**config.mk**
```make
export PLATFORM = sky130hd
export DESIGN_NAME = arcade_drive_mixer
export DESIGN_NICKNAME = d
export VERILOG_FILES = /design/src/rtl/adm_pkg.sv /design/src/rtl/arcade_drive_mixer.sv
export SDC_FILE = /design/constraint.sdc
export NUM_CORES = 1
export LEC_CHECK = 0
export BUFFER_PORTS_ARGS = -buffer_cell sky130_fd_sc_hd__buf_2
export CAP_MARGIN = 10
export CORE_MARGIN = 1.5
export CORE_UTILIZATION = 35
export CTS_BUF_LIST = sky130_fd_sc_hd__clkbuf_4
export DETAILED_ROUTE_END_ITERATION = 8
export SYNTH_ARGS = -nofsm -noshare
export SYNTH_HDL_FRONTEND = slang
export SYNTH_SLANG_ARGS = --single-unit
```
**constraint.sdc**
```tcl
create_clock -name clk -period 12.2 [get_ports clk]
set_input_delay 1.83 -clock clk [delete_from_list [all_inputs] [get_ports clk]]
set_output_delay 1.83 -clock clk [all_outputs]
set_load 0.01 [all_outputs]
```
**src/rtl/adm_pkg.sv**
```systemverilog
`timescale 1ns / 1ps

package adm_pkg;

  // stick full scale, the divisor of the limit scaling
  localparam int FULL_SCALE = 127;

  // field widths
  localparam int STICK_W = 8;
  localparam int SPD_W   = 11;
  localparam int OUT_W   = 8;
  localparam int CFG_W   = 7;
  localparam int MAG_W   = 8;   // stick magnitudes and limits, up to 255

  // shared multiplier operand widths
  localparam int A_W = 17;
  localparam int B_W = 19;
  localparam int P_W = A_W + B_W;

  // signed Q8 power word
  localparam int V_W = 19;

  // divide by full scale as multiply by rounded-up reciprocal, exact below 2^16
  localparam int RECIP_SH = 24;
  localparam logic [B_W-1:0] RECIP = B_W'((2**RECIP_SH + FULL_SCALE - 1) / FULL_SCALE);

  // Q8 factors
  localparam logic [B_W-1:0] Q_ONE = B_W'(256);
  localparam logic [B_W-1:0] Q_085 = B_W'(218);
  localparam logic [B_W-1:0] Q_090 = B_W'(230);
  localparam logic [B_W-1:0] Q_095 = B_W'(243);
  localparam logic [B_W-1:0] Q_080 = B_W'(205);
  localparam logic [B_W-1:0] Q_070 = B_W'(179);

  // zone and deadband thresholds
  localparam logic [MAG_W-1:0] ZONE_HI  = MAG_W'(123);
  localparam logic [MAG_W-1:0] ZONE_LO  = MAG_W'(110);
  localparam logic [MAG_W-1:0] DEADBAND = MAG_W'(20);
  // |left - right| < 25 means twice the turn magnitude below 25
  localparam logic [MAG_W-1:0] STALL_TURN_MAX = MAG_W'(12);

  // stall cut levels in Q8
  localparam logic signed [V_W-1:0] V_25 = V_W'(25 * 256);
  localparam logic signed [V_W-1:0] V_45 = V_W'(45 * 256);
  localparam logic signed [V_W-1:0] V_50 = V_W'(50 * 256);
  localparam logic signed [V_W-1:0] V_90 = V_W'(90 * 256);
  localparam logic [SPD_W-1:0] SPD_STOP = SPD_W'(3);
  localparam logic [SPD_W-1:0] SPD_SLOW = SPD_W'(15);
  localparam logic [OUT_W-1:0] LAST_MIN = OUT_W'(20);

  // drive mode codes
  localparam logic [1:0] DM_STALL = 2'd1;
  localparam logic [1:0] DM_DAMP  = 2'd2;

  // configuration register indexes
  typedef enum logic [2:0] {
    CFG_SLOW_ACCEL   = 3'd0,
    CFG_DRIVE_MODE   = 3'd1,
    CFG_SLOW_MODE    = 3'd2,
    CFG_NORMAL       = 3'd3,
    CFG_TURN         = 3'd4,
    CFG_BOOST_NORMAL = 3'd5,
    CFG_BOOST_TURN   = 3'd6
  } cfg_idx_t;

  // stall cut choice for one wheel
  typedef struct packed {
    logic                  use_const;
    logic signed [V_W-1:0] value;
    logic [B_W-1:0]        factor;
  } cut_t;

  function automatic cut_t stall_pick(input logic signed [V_W-1:0] v,
                                      input logic [SPD_W-1:0] spd_mag,
                                      input logic [OUT_W-1:0] last_mag,
                                      input logic [B_W-1:0] mid_factor);
    cut_t c;
    c.use_const = 1'b0;
    c.value     = '0;
    c.factor    = Q_ONE;
    if (spd_mag < SPD_STOP) begin
      if (v <= V_25) begin
        c.factor = Q_ONE;
      end else if (v <= V_45) begin
        c.factor = Q_085;
      end else if (v < V_90) begin
        c.use_const = 1'b1;
        c.value     = V_45;
      end else begin
        c.use_const = 1'b1;
        c.value     = V_50;
      end
    end else if (spd_mag < SPD_SLOW && last_mag > LAST_MIN) begin
      c.factor = mid_factor;
    end
    return c;
  endfunction

  // product back to Q8 with the sign of the operand, truncated toward zero
  function automatic logic signed [V_W-1:0] q8_back(input logic neg,
                                                    input logic [P_W-1:0] p);
    logic [V_W-1:0] m;
    m = p[8 +: V_W];
    return neg ? V_W'(~m + 1'b1) : m;
  endfunction

endpackage

```
**src/rtl/arcade_drive_mixer.sv**
```systemverilog
`timescale 1ns / 1ps

// Arcade drive mixer: forward and turn stick values plus wheel speeds in,
// left and right motor power out, one result beat per input beat.
// Input beats arrive on s_axis_*, results leave on m_axis_*; an item is
// taken when tvalid and tready are both high.
// Configuration goes through cfg_valid/cfg_index/cfg_data; cfg_ready is
// always high and registers are meant to be written while the block is idle.
// One item is worked through a sequencer of thirteen steps around a single
// shared multiplier, which computes ten products per item (two limit scalings
// with their reciprocal divides, stall cut, drive factor and slow factor for
// each wheel). The result becomes valid as the final step is left, and
// s_axis_tready returns high at that same edge; a new input beat is taken
// only once the current item is through.
// A stalled receiver holds the result in the output register; the block
// finishes the next item and then waits in its last step until the output
// register is free.
// Reset (rst, synchronous) restores the register defaults, clears the kept
// last outputs to zero and drops m_axis_tvalid.
module arcade_drive_mixer (
  input  logic        clk,
  input  logic        rst,
  input  logic        s_axis_tvalid,
  output logic        s_axis_tready,
  // stick_forward[7:0], stick_turn[15:8], left_wheel_speed[26:16],
  // right_wheel_speed[37:27], zero [39:38]
  input  logic [39:0] s_axis_tdata,
  output logic        m_axis_tvalid,
  input  logic        m_axis_tready,
  // left_power[7:0], right_power[15:8]
  output logic [15:0] m_axis_tdata,
  input  logic        cfg_valid,
  output logic        cfg_ready,
  input  logic [2:0]  cfg_index,
  input  logic [6:0]  cfg_data
);

  typedef enum logic [3:0] {
    ST_IDLE, ST_ZONE, ST_FMUL, ST_FDIV, ST_TMUL, ST_TDIV, ST_MIX,
    ST_LCUT, ST_RCUT, ST_LDRV, ST_RDRV, ST_LSLOW, ST_RSLOW, ST_DONE
  } state_t;

  state_t state;

  // configuration registers
  logic                        slow_accel_enable;
  logic [1:0]                  drive_mode;
  logic                        slow_mode;
  logic [adm_pkg::CFG_W-1:0]   fwd_limit;
  logic [adm_pkg::CFG_W-1:0]   turn_limit;
  logic [adm_pkg::CFG_W-1:0]   boost_fwd_limit;
  logic [adm_pkg::CFG_W-1:0]   boost_turn_limit;

  // captured input item
  logic signed [adm_pkg::STICK_W-1:0] in_f;
  logic signed [adm_pkg::STICK_W-1:0] in_t;
  logic signed [adm_pkg::SPD_W-1:0]   in_sl;
  logic signed [adm_pkg::SPD_W-1:0]   in_sr;

  // working values
  logic [adm_pkg::MAG_W-1:0]   vy_mag;
  logic                        vy_neg;
  logic [adm_pkg::MAG_W-1:0]   tu_mag;
  logic                        tu_neg;
  logic [adm_pkg::MAG_W-1:0]   lim_f;
  logic [adm_pkg::MAG_W-1:0]   lim_t;
  logic [adm_pkg::MAG_W-1:0]   lim_a;
  logic                        f_sc;
  logic                        t_sc;
  logic                        stall_en;
  logic signed [adm_pkg::V_W-1:0] vl;
  logic signed [adm_pkg::V_W-1:0] vr;
  logic [adm_pkg::P_W-1:0]     prod;

  // kept last outputs double as the output register
  logic signed [adm_pkg::OUT_W-1:0] last_left;
  logic signed [adm_pkg::OUT_W-1:0] last_right;

  assign s_axis_tready = (state == ST_IDLE);
  assign cfg_ready     = 1'b1;
  assign m_axis_tdata  = {last_right, last_left};

  // configuration writes
  always_ff @(posedge clk) begin
    if (rst) begin
      slow_accel_enable <= 1'b0;
      drive_mode        <= 2'd0;
      slow_mode         <= 1'b0;
      fwd_limit         <= adm_pkg::CFG_W'(100);
      turn_limit        <= adm_pkg::CFG_W'(90);
      boost_fwd_limit   <= adm_pkg::CFG_W'(125);
      boost_turn_limit  <= adm_pkg::CFG_W'(120);
    end else if (cfg_valid) begin
      unique case (cfg_index)
        adm_pkg::CFG_SLOW_ACCEL:   slow_accel_enable <= cfg_data[0];
        adm_pkg::CFG_DRIVE_MODE:   drive_mode        <= cfg_data[1:0];
        adm_pkg::CFG_SLOW_MODE:    slow_mode         <= cfg_data[0];
        adm_pkg::CFG_NORMAL:       fwd_limit         <= cfg_data;
        adm_pkg::CFG_TURN:         turn_limit        <= cfg_data;
        adm_pkg::CFG_BOOST_NORMAL: boost_fwd_limit   <= cfg_data;
        adm_pkg::CFG_BOOST_TURN:   boost_turn_limit  <= cfg_data;
        default: ;
      endcase
    end
  end

  // zone selection and deadband
  logic [adm_pkg::MAG_W-1:0] af, at;
  logic [adm_pkg::MAG_W-1:0] np_w, tp_w, bn_w, bt_w, fs_w;
  logic [adm_pkg::MAG_W-1:0] z_vy, z_tu, z_lf, z_lt, z_la;
  logic [adm_pkg::MAG_W-1:0] db_vy, db_tu;
  logic f_big, f_small, t_big, t_small;

  always_comb begin
    af = in_f[adm_pkg::STICK_W-1] ? adm_pkg::MAG_W'(~in_f + 1'b1) : adm_pkg::MAG_W'(in_f);
    at = in_t[adm_pkg::STICK_W-1] ? adm_pkg::MAG_W'(~in_t + 1'b1) : adm_pkg::MAG_W'(in_t);
    np_w = adm_pkg::MAG_W'(fwd_limit);
    tp_w = adm_pkg::MAG_W'(turn_limit);
    bn_w = adm_pkg::MAG_W'(boost_fwd_limit);
    bt_w = adm_pkg::MAG_W'(boost_turn_limit);
    fs_w = adm_pkg::MAG_W'(adm_pkg::FULL_SCALE);
    f_big   = af > adm_pkg::ZONE_HI;
    f_small = af < adm_pkg::ZONE_HI;
    t_big   = at > adm_pkg::ZONE_HI;
    t_small = at < adm_pkg::ZONE_HI;
    z_vy = af;
    z_tu = at;
    z_lf = np_w;
    z_lt = tp_w;
    z_la = np_w;
    priority if (t_big && f_small) begin
      z_tu = bt_w;
      z_lt = fs_w;
      z_la = bn_w;
    end else if (t_small && f_big) begin
      z_vy = bn_w;
      z_lf = fs_w;
      z_la = bn_w;
    end else if (t_big && f_big) begin
      z_lf = bn_w;
      z_lt = bt_w;
      z_la = bn_w;
    end else if (af > adm_pkg::ZONE_LO && af <= adm_pkg::ZONE_HI && t_small) begin
      z_vy = np_w;
      z_lf = fs_w;
    end else if (at > adm_pkg::ZONE_LO && at <= adm_pkg::ZONE_HI && f_small) begin
      z_tu = tp_w;
      z_lt = fs_w;
    end else begin
      z_la = np_w;
    end
    db_vy = (z_vy <= adm_pkg::DEADBAND) ? '0 : z_vy;
    db_tu = (z_tu <= adm_pkg::DEADBAND) ? '0 : z_tu;
  end

  // scaled value out of the reciprocal product
  logic [adm_pkg::MAG_W-1:0] quot;
  assign quot = prod[adm_pkg::RECIP_SH +: adm_pkg::MAG_W];

  // sum and difference mixing
  logic [adm_pkg::MAG_W-1:0] tu_fin;
  logic signed [9:0]  vy_s, tu_s;
  logic signed [10:0] vl_i, vr_i;
  logic               mix_stall;

  always_comb begin
    tu_fin = t_sc ? quot : tu_mag;
    vy_s = vy_neg ? -signed'({2'b00, vy_mag}) : signed'({2'b00, vy_mag});
    tu_s = tu_neg ? -signed'({2'b00, tu_fin}) : signed'({2'b00, tu_fin});
    vl_i = 11'(vy_s) + 11'(tu_s);
    vr_i = 11'(vy_s) - 11'(tu_s);
    mix_stall = slow_accel_enable && (drive_mode == adm_pkg::DM_STALL) &&
                (tu_fin <= adm_pkg::STALL_TURN_MAX) &&
                (((vl_i < 0) != (vr_i < 0)) || ((vl_i == 0) != (vr_i == 0)));
  end

  // magnitudes of the power words, speeds and last outputs, clamps and stall cut picks
  logic [adm_pkg::V_W-1:0]   vl_negv, vr_negv;
  logic [adm_pkg::A_W-1:0]   vl_mag, vr_mag;
  logic [adm_pkg::A_W-1:0]   lim256;
  logic [adm_pkg::A_W-1:0]   vl_clamp, vr_clamp;
  logic [adm_pkg::SPD_W-1:0] sl_mag, sr_mag;
  logic [adm_pkg::OUT_W-1:0] ll_mag, lr_mag;
  adm_pkg::cut_t             l_pick, r_pick;

  always_comb begin
    vl_negv = -vl;
    vr_negv = -vr;
    vl_mag = vl[adm_pkg::V_W-1] ? vl_negv[adm_pkg::A_W-1:0] : vl[adm_pkg::A_W-1:0];
    vr_mag = vr[adm_pkg::V_W-1] ? vr_negv[adm_pkg::A_W-1:0] : vr[adm_pkg::A_W-1:0];
    lim256 = adm_pkg::A_W'({lim_a, 8'h00});
    vl_clamp = (vl_mag >= lim256) ? lim256 : vl_mag;
    vr_clamp = (vr_mag >= lim256) ? lim256 : vr_mag;
    sl_mag = in_sl[adm_pkg::SPD_W-1] ? adm_pkg::SPD_W'(~in_sl + 1'b1) : adm_pkg::SPD_W'(in_sl);
    sr_mag = in_sr[adm_pkg::SPD_W-1] ? adm_pkg::SPD_W'(~in_sr + 1'b1) : adm_pkg::SPD_W'(in_sr);
    ll_mag = last_left[adm_pkg::OUT_W-1] ? adm_pkg::OUT_W'(~last_left + 1'b1)
                                         : adm_pkg::OUT_W'(last_left);
    lr_mag = last_right[adm_pkg::OUT_W-1] ? adm_pkg::OUT_W'(~last_right + 1'b1)
                                          : adm_pkg::OUT_W'(last_right);
    l_pick = adm_pkg::stall_pick(vl, sl_mag, ll_mag, adm_pkg::Q_090);
    r_pick = adm_pkg::stall_pick(vr, sr_mag, lr_mag, adm_pkg::Q_095);
  end

  // shared multiplier operand select
  logic                    mul_en;
  logic [adm_pkg::A_W-1:0] mul_a;
  logic [adm_pkg::B_W-1:0] mul_b;
  logic [adm_pkg::B_W-1:0] drv_q, slow_q;

  always_comb begin
    drv_q  = (drive_mode == adm_pkg::DM_DAMP) ? adm_pkg::Q_080 : adm_pkg::Q_ONE;
    slow_q = slow_mode ? adm_pkg::Q_070 : adm_pkg::Q_ONE;
    mul_en = 1'b1;
    mul_a  = '0;
    mul_b  = '0;
    unique case (state)
      ST_FMUL: begin
        mul_a = adm_pkg::A_W'(vy_mag);
        mul_b = adm_pkg::B_W'(lim_f);
      end
      ST_FDIV, ST_TDIV: begin
        mul_a = adm_pkg::A_W'(prod[15:0]);
        mul_b = adm_pkg::RECIP;
      end
      ST_TMUL: begin
        mul_a = adm_pkg::A_W'(tu_mag);
        mul_b = adm_pkg::B_W'(lim_t);
      end
      ST_LCUT: begin
        mul_a = vl_mag;
        mul_b = stall_en ? l_pick.factor : adm_pkg::Q_ONE;
      end
      ST_RCUT: begin
        mul_a = vr_mag;
        mul_b = stall_en ? r_pick.factor : adm_pkg::Q_ONE;
      end
      ST_LDRV: begin
        mul_a = vl_clamp;
        mul_b = drv_q;
      end
      ST_RDRV: begin
        mul_a = vr_clamp;
        mul_b = drv_q;
      end
      ST_LSLOW: begin
        mul_a = vl_mag;
        mul_b = slow_q;
      end
      ST_RSLOW: begin
        mul_a = vr_mag;
        mul_b = slow_q;
      end
      default: mul_en = 1'b0;
    endcase
  end

  // shared multiplier
  always_ff @(posedge clk) begin
    if (mul_en) begin
      prod <= mul_a * mul_b;
    end
  end

  // final powers: right straight from the last product, left from the left power word
  logic [adm_pkg::OUT_W-1:0] rp_mag, lp_mag;
  logic signed [adm_pkg::OUT_W-1:0] rp_fin, lp_fin;

  always_comb begin
    rp_mag = prod[16 +: adm_pkg::OUT_W];
    lp_mag = vl_mag[8 +: adm_pkg::OUT_W];
    rp_fin = vr[adm_pkg::V_W-1] ? adm_pkg::OUT_W'(~rp_mag + 1'b1) : rp_mag;
    lp_fin = vl[adm_pkg::V_W-1] ? adm_pkg::OUT_W'(~lp_mag + 1'b1) : lp_mag;
  end

  // sequencer
  always_ff @(posedge clk) begin
    if (rst) begin
      state         <= ST_IDLE;
      m_axis_tvalid <= 1'b0;
      last_left     <= '0;
      last_right    <= '0;
    end else begin
      // result valid set by the final step, cleared once taken
      if (state == ST_DONE && (!m_axis_tvalid || m_axis_tready)) begin
        m_axis_tvalid <= 1'b1;
      end else if (m_axis_tvalid && m_axis_tready) begin
        m_axis_tvalid <= 1'b0;
      end
      unique case (state)
        ST_IDLE: begin
          if (s_axis_tvalid) begin
            in_f  <= s_axis_tdata[7:0];
            in_t  <= s_axis_tdata[15:8];
            in_sl <= s_axis_tdata[26:16];
            in_sr <= s_axis_tdata[37:27];
            state <= ST_ZONE;
          end
        end
        ST_ZONE: begin
          vy_mag <= db_vy;
          vy_neg <= in_f[adm_pkg::STICK_W-1];
          tu_mag <= db_tu;
          tu_neg <= in_t[adm_pkg::STICK_W-1];
          lim_f  <= z_lf;
          lim_t  <= z_lt;
          lim_a  <= z_la;
          f_sc   <= db_vy < z_lf;
          t_sc   <= db_tu < z_lt;
          state  <= ST_FMUL;
        end
        ST_FMUL: state <= ST_FDIV;
        ST_FDIV: state <= ST_TMUL;
        ST_TMUL: begin
          if (f_sc) begin
            vy_mag <= quot;
          end
          state <= ST_TDIV;
        end
        ST_TDIV: state <= ST_MIX;
        ST_MIX: begin
          vl       <= adm_pkg::V_W'(signed'({vl_i, 8'h00}));
          vr       <= adm_pkg::V_W'(signed'({vr_i, 8'h00}));
          stall_en <= mix_stall;
          state    <= ST_LCUT;
        end
        ST_LCUT: state <= ST_RCUT;
        ST_RCUT: begin
          // vl, speed and last output unchanged since the mix step
          vl <= (stall_en && l_pick.use_const) ? l_pick.value
                : adm_pkg::q8_back(vl[adm_pkg::V_W-1], prod);
          state <= ST_LDRV;
        end
        ST_LDRV: begin
          vr <= (stall_en && r_pick.use_const) ? r_pick.value
                : adm_pkg::q8_back(vr[adm_pkg::V_W-1], prod);
          state <= ST_RDRV;
        end
        ST_RDRV: begin
          vl    <= adm_pkg::q8_back(vl[adm_pkg::V_W-1], prod);
          state <= ST_LSLOW;
        end
        ST_LSLOW: begin
          vr    <= adm_pkg::q8_back(vr[adm_pkg::V_W-1], prod);
          state <= ST_RSLOW;
        end
        ST_RSLOW: begin
          vl    <= adm_pkg::q8_back(vl[adm_pkg::V_W-1], prod);
          state <= ST_DONE;
        end
        ST_DONE: begin
          // commit once the output register is free
          if (!m_axis_tvalid || m_axis_tready) begin
            last_left  <= lp_fin;
            last_right <= rp_fin;
            state      <= ST_IDLE;
          end
        end
        default: state <= ST_IDLE;
      endcase
    end
  end

`ifndef SYNTH
  // a taken beat starts the sequence and drops ready
  a_accept_starts: assert property (@(posedge clk) disable iff (rst)
    s_axis_tvalid && s_axis_tready |=> state == ST_ZONE && !s_axis_tready)
    else $error("accepted beat did not start the sequence");

  // a result only appears out of the final step
  a_valid_from_done: assert property (@(posedge clk) disable iff (rst)
    $rose(m_axis_tvalid) |-> $past(state) == ST_DONE)
    else $error("result valid raised outside the final step");

  // clamped and scaled powers never reach the negative extreme
  a_out_range: assert property (@(posedge clk) disable iff (rst)
    m_axis_tvalid |-> m_axis_tdata[7:0] != 8'h80 && m_axis_tdata[15:8] != 8'h80)
    else $error("output power out of range");

  // forward scaling never exceeds its limit
  a_scale_bound: assert property (@(posedge clk) disable iff (rst)
    state == ST_TMUL && f_sc |-> quot <= lim_f)
    else $error("scaled forward value above its limit");

  // stall shaping only when enabled in stall drive mode
  a_stall_mode: assert property (@(posedge clk) disable iff (rst)
    state == ST_LCUT && stall_en |-> slow_accel_enable && drive_mode == adm_pkg::DM_STALL)
    else $error("stall shaping active outside its mode");
`endif

endmodule

```
[Word-level counts from Yosys, hierarchy flattened]
Cells that the tools add are included.
Storage, ports and cells
  output and inout port bits: 19
  register bits: 206
  input port bits: 55
  logic and storage cells: 234
Operators by class
  $lt $le $gt $ge: 29
  equality and inequality tests: 26
  add/sub/neg operators: 15
  reductions and logical operators: 50
  multiplexer cells: 74
  bitwise operators: 10
  multiply operators: 1
Operator list (count)
  8-bit 2-to-1 mux: 19
  19-bit case mux with 7 select lines: 1
  20-bit 2-to-1 mux: 6
  17-bit case mux with 7 select lines: 1
  19-bit 2-to-1 mux: 6
  19-bit case mux with 3 select lines: 2
  9-bit 2-to-1 mux: 10
  7-bit 2-to-1 mux: 12
  17-bit 2-to-1 mux: 4
  32-bit logical NOT: 2
  4-bit case mux with 14 select lines: 1
  8-bit by 1-bit adder with 8-bit output (second input constant): 6
  8-bit NOT: 6
  19-bit by 14-bit less-or-equal comparator with 1-bit output (second input constant): 2
  19-bit by 15-bit less-or-equal comparator with 1-bit output (second input constant): 2
  19-bit by 16-bit < comparator with 1-bit output (second input constant): 2
  17-bit by 16-bit >= comparator with 1-bit output: 2
  17-bit negator: 2
  8-bit by 7-bit > comparator with 1-bit output (second input constant): 4
  17-bit by 19-bit multiplier with 32-bit output: 1
  13-bit 2-to-1 mux: 2
  2-bit AND reduction: 13
  4-bit == test (second input constant): 6
  11-bit by 1-bit adder with 11-bit output (second input constant): 2
  other kinds (42): 91

[Logic depth before layout (Yosys ltp)]
Gate-level depths: netlist of run 1.
  depth after elaboration: 14
  gate-level depth with buffers: 43
  mapped depth without buffers: 41

[Worst setup path after synthesis of run 1]
No wires, ideal clock.
  kind: register to register
  from: reg vl[3] (netlist bit)
  to: reg prod[31] (netlist bit) (data pin)
  buffers on the path: 2
  slack: 2514 ps
  period minus slack after synthesis: 9686 ps
  arrival: 9420 ps
  stages on the path, launching flop included: 38
  setup time: 266 ps
  data required time: 11934 ps
  cell sequence: edfxtp_1 or4_1 or3_1 o31ai_1 xor2_1 inv_1 ha_1 nand3_1 nor2_1 nand4_1 nor4_1 nand2_1 a41o_1 a21oi_1 clkbuf_1 nor2_1 a211oi_2 nor2_1 [... 2 more ...] ha_1 fa_1 inv_1 fa_1 fa_1 inv_1 ha_1 a21o_1 a21o_1 a21o_1 o41ai_1 a21oi_1 or2_2 clkbuf_1 a2111o_1 a31oi_1 o21ai_0 xor2_1
On the way
  longest elaborated chain between the ends: 7
  elaborated cells between the ends (all ways): 13
  classes of those cells: 1 x add/sub; 1 x mul; 3 x order compare; 8 x mux
Ends and longest elaborated chain
  start, declared: RTL line arcade_drive_mixer.sv:71  | logic signed [adm_pkg::V_W-1:0] vl;
  start signal, assigned: RTL line arcade_drive_mixer.sv:321  | vl <= adm_pkg::V_W'(signed'({vl_i, 8'h00}));
  start signal, assigned: RTL line arcade_drive_mixer.sv:329  | vl <= (stall_en && l_pick.use_const) ? l_pick.value
  start signal, assigned: RTL line arcade_drive_mixer.sv:339  | vl <= adm_pkg::q8_back(vl[adm_pkg::V_W-1], prod);
  parallel branches: the longest is 6 deep, another holds 17-bit negator
  17-bit by 19-bit multiplier with 32-bit output (*): RTL line arcade_drive_mixer.sv:260  | prod <= mul_a * mul_b;
  end signal, assigned: RTL line arcade_drive_mixer.sv:260
  end, declared: RTL line arcade_drive_mixer.sv:73  | logic [adm_pkg::P_W-1:0] prod;
Mark *: on every way between the ends.
A chain may end at the register's enable or synchronous reset.

[Final worst setup path of run 1]
  from: reg vr[3] (netlist bit)
  to: reg prod[31] (netlist bit) (data pin)
On the way
  longest elaborated chain between the ends: 7
  elaborated cells between the ends (all ways): 13
  classes of those cells: 1 x add/sub; 1 x mul; 3 x order compare; 8 x mux
Ends and longest elaborated chain
  start, declared: RTL line arcade_drive_mixer.sv:72  | logic signed [adm_pkg::V_W-1:0] vr;
  start signal, assigned: RTL line arcade_drive_mixer.sv:322  | vr <= adm_pkg::V_W'(signed'({vr_i, 8'h00}));
  start signal, assigned: RTL line arcade_drive_mixer.sv:334  | vr <= (stall_en && r_pick.use_const) ? r_pick.value
  start signal, assigned: RTL line arcade_drive_mixer.sv:343  | vr <= adm_pkg::q8_back(vr[adm_pkg::V_W-1], prod);
  parallel branches: the longest is 6 deep, another holds 17-bit negator
  17-bit by 19-bit multiplier with 32-bit output (*): RTL line arcade_drive_mixer.sv:260
Marked as above.

==> results of run 1 <==
## tightest hold or removal path: cells and delay by family, from the launching register on
kind,cells,cell delay [ps]
AO/OA/AOI/OAI,2,130
flip-flops,1,320
## final timing paths
kind / start / endpoint / depth (start not counted)
setup / recovery: vr[3]$_DFFE_PP_ / prod[31]$_DFFE_PP_ / 36
hold / removal: drive_mode[0]$_SDFFE_PP0P_ / drive_mode[0]$_SDFFE_PP0P_ / 2
setup reg to reg: vr[3]$_DFFE_PP_ / prod[31]$_DFFE_PP_ / 36
hold reg to reg: drive_mode[0]$_SDFFE_PP0P_ / drive_mode[0]$_SDFFE_PP0P_ / 2
## flip-flops by register name, summed over array words and instances (netlist names), 11 cells and up
| register | cells |
|---|---|
| prod | 32 |
| vl | 19 |
| vr | 19 |
| in_sl | 11 |
| in_sr | 11 |
## layout by cell type (no fill, tap or decap), types with 13 or more instances in the layout
cell type,instances
sky130_fd_sc_hd__a31oi_1,13
sky130_fd_sc_hd__and3_1,15
sky130_fd_sc_hd__xor2_1,60
sky130_fd_sc_hd__a21o_1,36
sky130_fd_sc_hd__nand2b_1,39
sky130_fd_sc_hd__o21ai_0,82
sky130_fd_sc_hd__buf_2,70
sky130_fd_sc_hd__clkinv_1,23
sky130_fd_sc_hd__or2_1,23
sky130_fd_sc_hd__nor3_1,38
sky130_fd_sc_hd__inv_1,281
sky130_fd_sc_hd__nand2_1,185
sky130_fd_sc_hd__and2_1,22
sky130_fd_sc_hd__a211oi_1,22
sky130_fd_sc_hd__a21oi_1,84
sky130_fd_sc_hd__nor2b_1,28
sky130_fd_sc_hd__clkbuf_4,76
sky130_fd_sc_hd__nand3_1,32
sky130_fd_sc_hd__mux2i_1,51
sky130_fd_sc_hd__nor2_1,238
sky130_fd_sc_hd__or3_1,35
sky130_fd_sc_hd__o31ai_1,25
sky130_fd_sc_hd__buf_4,26
sky130_fd_sc_hd__dfxtp_1,53
sky130_fd_sc_hd__xnor2_1,86
sky130_fd_sc_hd__o21ai_1,14
sky130_fd_sc_hd__o22ai_1,23
sky130_fd_sc_hd__fa_1,129
sky130_fd_sc_hd__ha_1,176
sky130_fd_sc_hd__edfxtp_1,150
## final cells by class
cell class / instances / area (um^2) / share of cell area (%)
inverters: 284 / 1070 / 4.81
diodes: 1 / 2.50 / 0.0113
well taps: 756 / 946 / 4.27
clock buffers: 76 / 571 / 2.57
clock inverters: 30 / 154 / 0.694
multi-input cells: 1687 / 13300 / 60.1
repair buffers: 96 / 546 / 2.46
flip-flops and latches: 203 / 5570 / 25.1
## logic make-up (layout without fill, tap and decap cells)
| kind of cell | count (synthesis) | count (layout) | synth area share [%] |
|---|---|---|---|
| AOI/OAI and AO/OA | 439 | 439 | 15.1 |
| muxes | 58 | 58 | 2.91 |
| buffers and inverters | 359 | 486 | 6.80 |
| other | 2 | 4 | 0.0371 |
| DFF | 203 | 203 | 27.5 |
| xor gates and xnor gates | 146 | 146 | 6.32 |
| adders and majority gates | 305 | 305 | 23.6 |
| and+or+nand+nor | 736 | 736 | 17.7 |
## per-stage QoR
step | utilization [%] | area [um^2]
after global placement | 37.8 | 21400
after global routing | 39.1 | 22200
after detailed placement | 37.8 | 21400
after floorplan | - | 20200
final | 39.1 | 22200
after CTS | 39.1 | 22200
## layer usage
metal	share of wire (%)	vias to the layer above	GRT usage [%]	routed length [um]
met5	0	-	0	0
met4	2.9	0	6.47	1710
met3	5.4	105	2.94	3170
met2	47	518	32.7	27300
met1	45	8174	25.8	26000
li1	-	7963	-	-
## power groups by stage
stage	Combinational, uW	Sequential (uW)	Clock, uW
final	1420	1050	637
after global routing	1570	1060	697
after CTS	1410	1050	660
after detailed placement	1400	1060	0
after global placement	1390	1060	0
after floorplan	1030	968	0
==> results, run 1 <==
- The run finished with clean final reports.
- The floorplan die width is about 240 um.
- Based on the critical path, the design can be clocked at up to between 90 and 100 MHz.
- The average wire per cell in the routed design is roughly 19 um.
- The highest-delay cell along the critical path is sky130_fd_sc_hd__a211oi_2.
- The worst setup path is launched from a register.
- The arrival time at the worst endpoint is about 11000 ps.
- The area growth from synthesis to layout is 9.61%.
- The final-report max-slew violation count is 0.
- The final-layout setup total negative slack is 0 ps.
- The cell accounting for the most synthesized area is sky130_fd_sc_hd__edfxtp_1.
- The initial antenna violation count is 1.
- Summed over all layers, the routed wires come to about 58000 um.
- In this run the static leakage power is about 0.0099 uW.
- The share of power burned in the clock network is about 21%.
- Global routing used between 10% and 20% of the available tracks across all layers.
- The average via count per standard cell is 5.35.
- The fraction of synthesized cell area taken by the top area cell type is between 20 and 25%.
- In this run the cell area of the synthesized design comes to between 20000 and 25000 um^2.
- The first global-routing pass estimated roughly 92000 um of wire.
- The highest fanout seen on the critical path is 9.
- The setup slack after placement is around 1500 ps.
- The fraction of power spent switching nets is roughly 44%.
- The largest single stage delay on the critical path is 710 ps.
- The internal power of the cells totals ~1700 uW.
- The number of violations reported at the end of detailed-routing iteration 0 is 1352.
- The final weighted congestion in routability-driven placement is 0.964.
- By area the synthesized netlist is led by sky130_fd_sc_hd__edfxtp_1, sky130_fd_sc_hd__fa_1, sky130_fd_sc_hd__ha_1, sky130_fd_sc_hd__dfxtp_1, sky130_fd_sc_hd__inv_1.
- The detailed router placed around 17000 vias in this run.
- In this run the register-to-register setup slack is between 1000 and 1500 ps.
- After clock tree synthesis, the repair step resized 0 gates.
- The synthesized area divided by synthesized cell count is between 8 and 9 um^2.
- The largest net degree at the start of global routing is slightly above 40.
- The most used flip-flop cell after synthesis is sky130_fd_sc_hd__edfxtp_1.
- The least setup slack across all paths after layout is about 1300 ps.
- From bottom edge to top edge, the die measures 243 um.
- The post-route DRC violation count is 0.
- The longest clock path from root to sink contains 3 buffers.
- The power density over the cells is between 100 and 150 nW/um^2.
- For the worst-skew pair, the clock arrives at the later sink with an insertion delay of 800 ps.
- The number of clock sinks is 203.
- Setup violations remaining at the end of the flow were counted as 0.
- The number of enable-type register cells in the synthesized netlist is 150.
- In this run, post-CTS hold repair placed 0 buffers.
- Sequential cells account for about a third of the total power.
- The I/O pin total is 74.
- Counting the fill cells in the layout gives 5661.
- The category of cells accounting for the largest share of critical-path delay is compound AO/OA/AOI/OAI gates.
- Setup repair after global routing left no endpoint under its margin.
- The share of synthesized flip-flops with an asynchronous set or reset is 0%.
- TritonCTS built the clock tree.
- Subtracting the final worst setup slack from the clock period gives 10900 ps.
- The setup clock skew after layout is 84.4 ps.
- The number of port buffers is 70.
- The via count of the first global-routing pass is 16800.
- The tree is rooted in a sky130_fd_sc_hd__clkbuf_4.
- The final hold violation count is 0.
- The critical path is of the register to register type.
- Sequential cells were found to cover 27.5% of the synthesized design area.
- The finished layout holds approximately 3100 standard cells, fillers aside.
- The analysis attributes to net switching a power of about 1400 uW.
- The number of H-tree levels is 2.
- The class of the tightest hold or removal check is register to register.
- After synthesis, the most frequently instantiated cells are sky130_fd_sc_hd__inv_1, sky130_fd_sc_hd__nor2_1, sky130_fd_sc_hd__nand2_1, sky130_fd_sc_hd__ha_1, sky130_fd_sc_hd__edfxtp_1.
- The number of nets in the layout is 2688.
- The row count is 87.
- The most used standard cell by instance count after synthesis is sky130_fd_sc_hd__inv_1.
- Counting flops and latches in the post-synthesis netlist gives 203.
- Global routing finished with a remaining overflow of 0.
- The count of placed standard cells including taps is 3026.
- Cells with a size suffix above 1 make up 9.64% of the layout.
- The critical path contains buffers and inverters numbering 4 combined.
- Once the floorplan was initialized, standard cells occupied 35.7% of the core.
- The total iterations of the first detailed-routing run is 5.
- The clock-pin slew on the worst setup and hold paths is 70 ps.
- Combinational cells account for 45.7% of the total power.
- The synthesized instance count is approximately 2200.
- The area of the die is approximately 59000 um^2.
- Buffers inserted during clock tree synthesis total 56.
- The max-capacitance violation count is 0.
- The sort of element at the end of the critical path is a register.
- The netlist uses 95 different library cells.
- The slew at the pin with the worst max-slew slack is 1100 ps.
- The ratio of final minimum period to clock period is 89.4%.
- The worst pin sits at a relative slew slack of about 26%.
- The peak supply drop is 0.0610 mV.
- Across all hold checks on the routed design, the worst slack comes to 495 ps.
- The design draws slightly above 3000 uW.
- The post-detailed-route count of antenna-violating nets is 0.
- For this run, the number of Yosys warnings is 0.
- The number of post-CTS setup repair buffers is 0.
- STA puts the critical path data required time at 12660 ps.
- The core area is 56700 um^2.
- The half-perimeter wire length after placement is between 40000 and 50000 um.
Power figures use the tool's default switching activity.
==> run 2: changes to the inputs <==
- PLACE_DENSITY: unset -> 0.57
==> results, run 2 (synthesis gave the netlist of run 1 again) <==
- The flow ran to the end, and the final reports show no timing, DRC or antenna violations.
- The buffer depth of the longest clock path is 3.
- The TritonCTS clock tree is done.
- The worst setup path is captured at a register.
- The pre-antenna-repair detailed-routing pass consisted of 5 iterations.
- The global-route usage over all layers is 20.0%.
- The post-detailed-route count of antenna-violating nets is 0.
- The average wire per cell in the routed design is 18.8 um.
- The I/O pin total is 74.
- Counting flops per register, the top entry is prod.
- The total design power is 3150 uW.
- The largest registers in the layout are prod x32, vl x19, vr x19.
- The library cell used most frequently in the layout, excluding fill and tap cells, is sky130_fd_sc_hd__inv_1.
- The number of hold buffers added after cts is 0.
- The insertion delay of the later-clocked pin in the worst-skew pair is 770 ps.
- The half-perimeter wire length after placement is 47500 um.
- Power spread over the standard cell area amounts to 142 nW/um^2.
- The initial antenna violation count came to 1.
- The clock-pin slew on the worst setup and hold paths is 70 ps.
- The number of post-CTS setup repair buffers is 0.
- Derived from the worst setup path, the maximum achievable clock frequency is 90.8 MHz.
- The die is 243 um tall.
- For this run the aggregate overflow at the end of global routing stands at 0.
- The share of cells above drive strength 1 is 9.65%.
- The slew at the pin with the worst max-slew slack is 1080 ps.
- The final critical-path required period is 11010 ps.
- The tree built by TritonCTS fans out to about 200 sinks.
- The count of endpoints failing setup in the final report is 0.
- Along the worst path, the maximum fanout reaches 11.
- The library cell used as clock root buffer is sky130_fd_sc_hd__clkbuf_4.
- The sort of element at the start of the critical path is a register.
- In this run the worst hold path is classified as register to register.
- The via count of the first global-routing pass came to 16800.
- The floorplan step defined a die boundary enclosing 59300 um^2.
- The worst max-slew margin expressed relative to the limit is 27.5%.
- For this design the static power due to leakage is ~0.0099 uW.
- The least setup slack across all paths after layout is 1190 ps.
- The cell that appears most often on the critical path is sky130_fd_sc_hd__inv_1.
- The number of port buffers is 70.
- After floorplanning, the core was divided into between 80 and 90 placement rows.
- The floorplan die width is 243 um.
- The number of buffers inserted during clock tree synthesis is 57.
- Setup repair after global routing left no endpoint under its margin.
- The final routed wirelength across all metal layers is 58900 um.
- The count of placed standard cells including taps is slightly above 3000.
- Using the TritonRoute via totals, the vias-per-cell ratio works out to ~5.3.
- The first global-routing pass estimated 92800 um of wire.
- The number of H-tree levels is 2.
- The post-route DRC violation count is 0.
- Relative to the synthesized area, the layout overhead comes to 9.84%.
- The number of nets in the layout is roughly 2700.
- Data on the critical path is required at its endpoint by about 13000 ps.
- The final-report max-slew violation count came to 0.
- Entering global routing, the biggest net connects ~40 pins.
- The register with the most flip-flops in the layout has 32 of them.
- The setup slack after placement is 1180 ps.
- The number of violations reported at the end of detailed-routing iteration 0 is 1069.
- Excluding fillers, the count of instances in the completed layout stands at 3130.
- The largest individual stage delay along the critical path comes from the cell sky130_fd_sc_hd__a221oi_2.
- Post-CTS repair changed the size of 0 cells.
- The arrival time at the worst endpoint is 11470 ps.
- The ratio of final minimum period to clock period is 90.2%.
- Max-cap violations in this run came to 0.
- Across all layers, the routed design uses between 15000 and 20000 vias.
- The final hold violation count is 0.
- At the end of the flow the core is filled with cells to 39.2%.
- In the layout the commonest cells are sky130_fd_sc_hd__inv_1, sky130_fd_sc_hd__nor2_1, sky130_fd_sc_hd__nand2_1.
- For this configuration, the core starts out at a cell density of 35.7%.
- Across the routed clock network, the largest skew measured is a little under 60 ps.
- The worst setup path is of the register to register kind.
- The congestion estimate from routability-driven global placement came to roughly 0.94.
- Adding up every negative setup slack in the final design gives 0 ps.
- IR analysis of the VDD net gives a maximum drop of 0.0696 mV.
- The core area is 56700 um^2.
- On the worst path, the slowest cell contributes a delay of 720 ps.
-- run 2: cell count changes in the layout (fill, tap and decap cells not counted) --
| cell | change |
|---|---|
| sky130_fd_sc_hd__clkinv_2 | +6 |
| sky130_fd_sc_hd__clkbuf_4 | -4 |
| sky130_fd_sc_hd__buf_4 | -3 |
| sky130_fd_sc_hd__bufinv_16 | +3 |
| sky130_fd_sc_hd__clkinv_1 | -3 |
| sky130_fd_sc_hd__clkinvlp_4 | -2 |
| sky130_fd_sc_hd__nor2_2 | -1 |
| sky130_fd_sc_hd__nor2_4 | +1 |
-- run 2: layout make-up --
class                   instances  area, um^2
diodes                          1        2.50
clock buffers                  72         541
clock inverters                34         248
fillers                      5681       34500
inverters                     284        1070
multi-input cells            1687       13300
flip-flops and latches        203        5570
well taps                     756         946
repair buffers                 93         523
-- run 2: power by group --
group	internal, uW	switching, uW	leakage, uW
clock	367	324	0.000463
combinational	520	895	0.00766
sequential	899	147	0.00181
total	1790	1370	0.00994
-- run 2: worst paths after layout --
path                              start                          to  slack, ps  cells after the start
max                     vl[3]$_DFFE_PP_          prod[31]$_DFFE_PP_       1190                     38
min          drive_mode[1]$_SDFFE_PP0P_  drive_mode[1]$_SDFFE_PP0P_        500                      2
max reg2reg             vl[3]$_DFFE_PP_          prod[31]$_DFFE_PP_       1190                     38
min reg2reg  drive_mode[1]$_SDFFE_PP0P_  drive_mode[1]$_SDFFE_PP0P_        500                      2
-- run 2: per-stage QoR --
step                      instance area, um^2  hold slack (ps)
final                                   22200              497
after floorplan                         20200              457
after CTS                               22200              498
after detailed placement                21400              485
after global placement                  21400              472
after global routing                    22200              539
-- run 2: worst max-delay path: cells and delay by family, from the launching register on --
family / cells / cell delay [ps]
buffers and inverters: 7 / 660
DFF: 1 / 450
adders and majority gates: 8 / 3360
xor gates and xnor gates: 2 / 500
AOI/OAI and AO/OA: 12 / 3430
and+or+nand+nor: 9 / 2300
-- run 2: metal layers --
| layer | routed length (um) | GRT usage [%] | vias up | part of all wire, % |
|---|---|---|---|---|
| met3 | 3900 | 3.53 | 127 | 6.6 |
| met4 | 2160 | 7.73 | 0 | 3.7 |
| met5 | 0 | 0 | - | 0 |
| met2 | 27700 | 33.2 | 557 | 47 |
| met1 | 25100 | 25.7 | 8037 | 43 |
| li1 | - | - | 7976 | - |
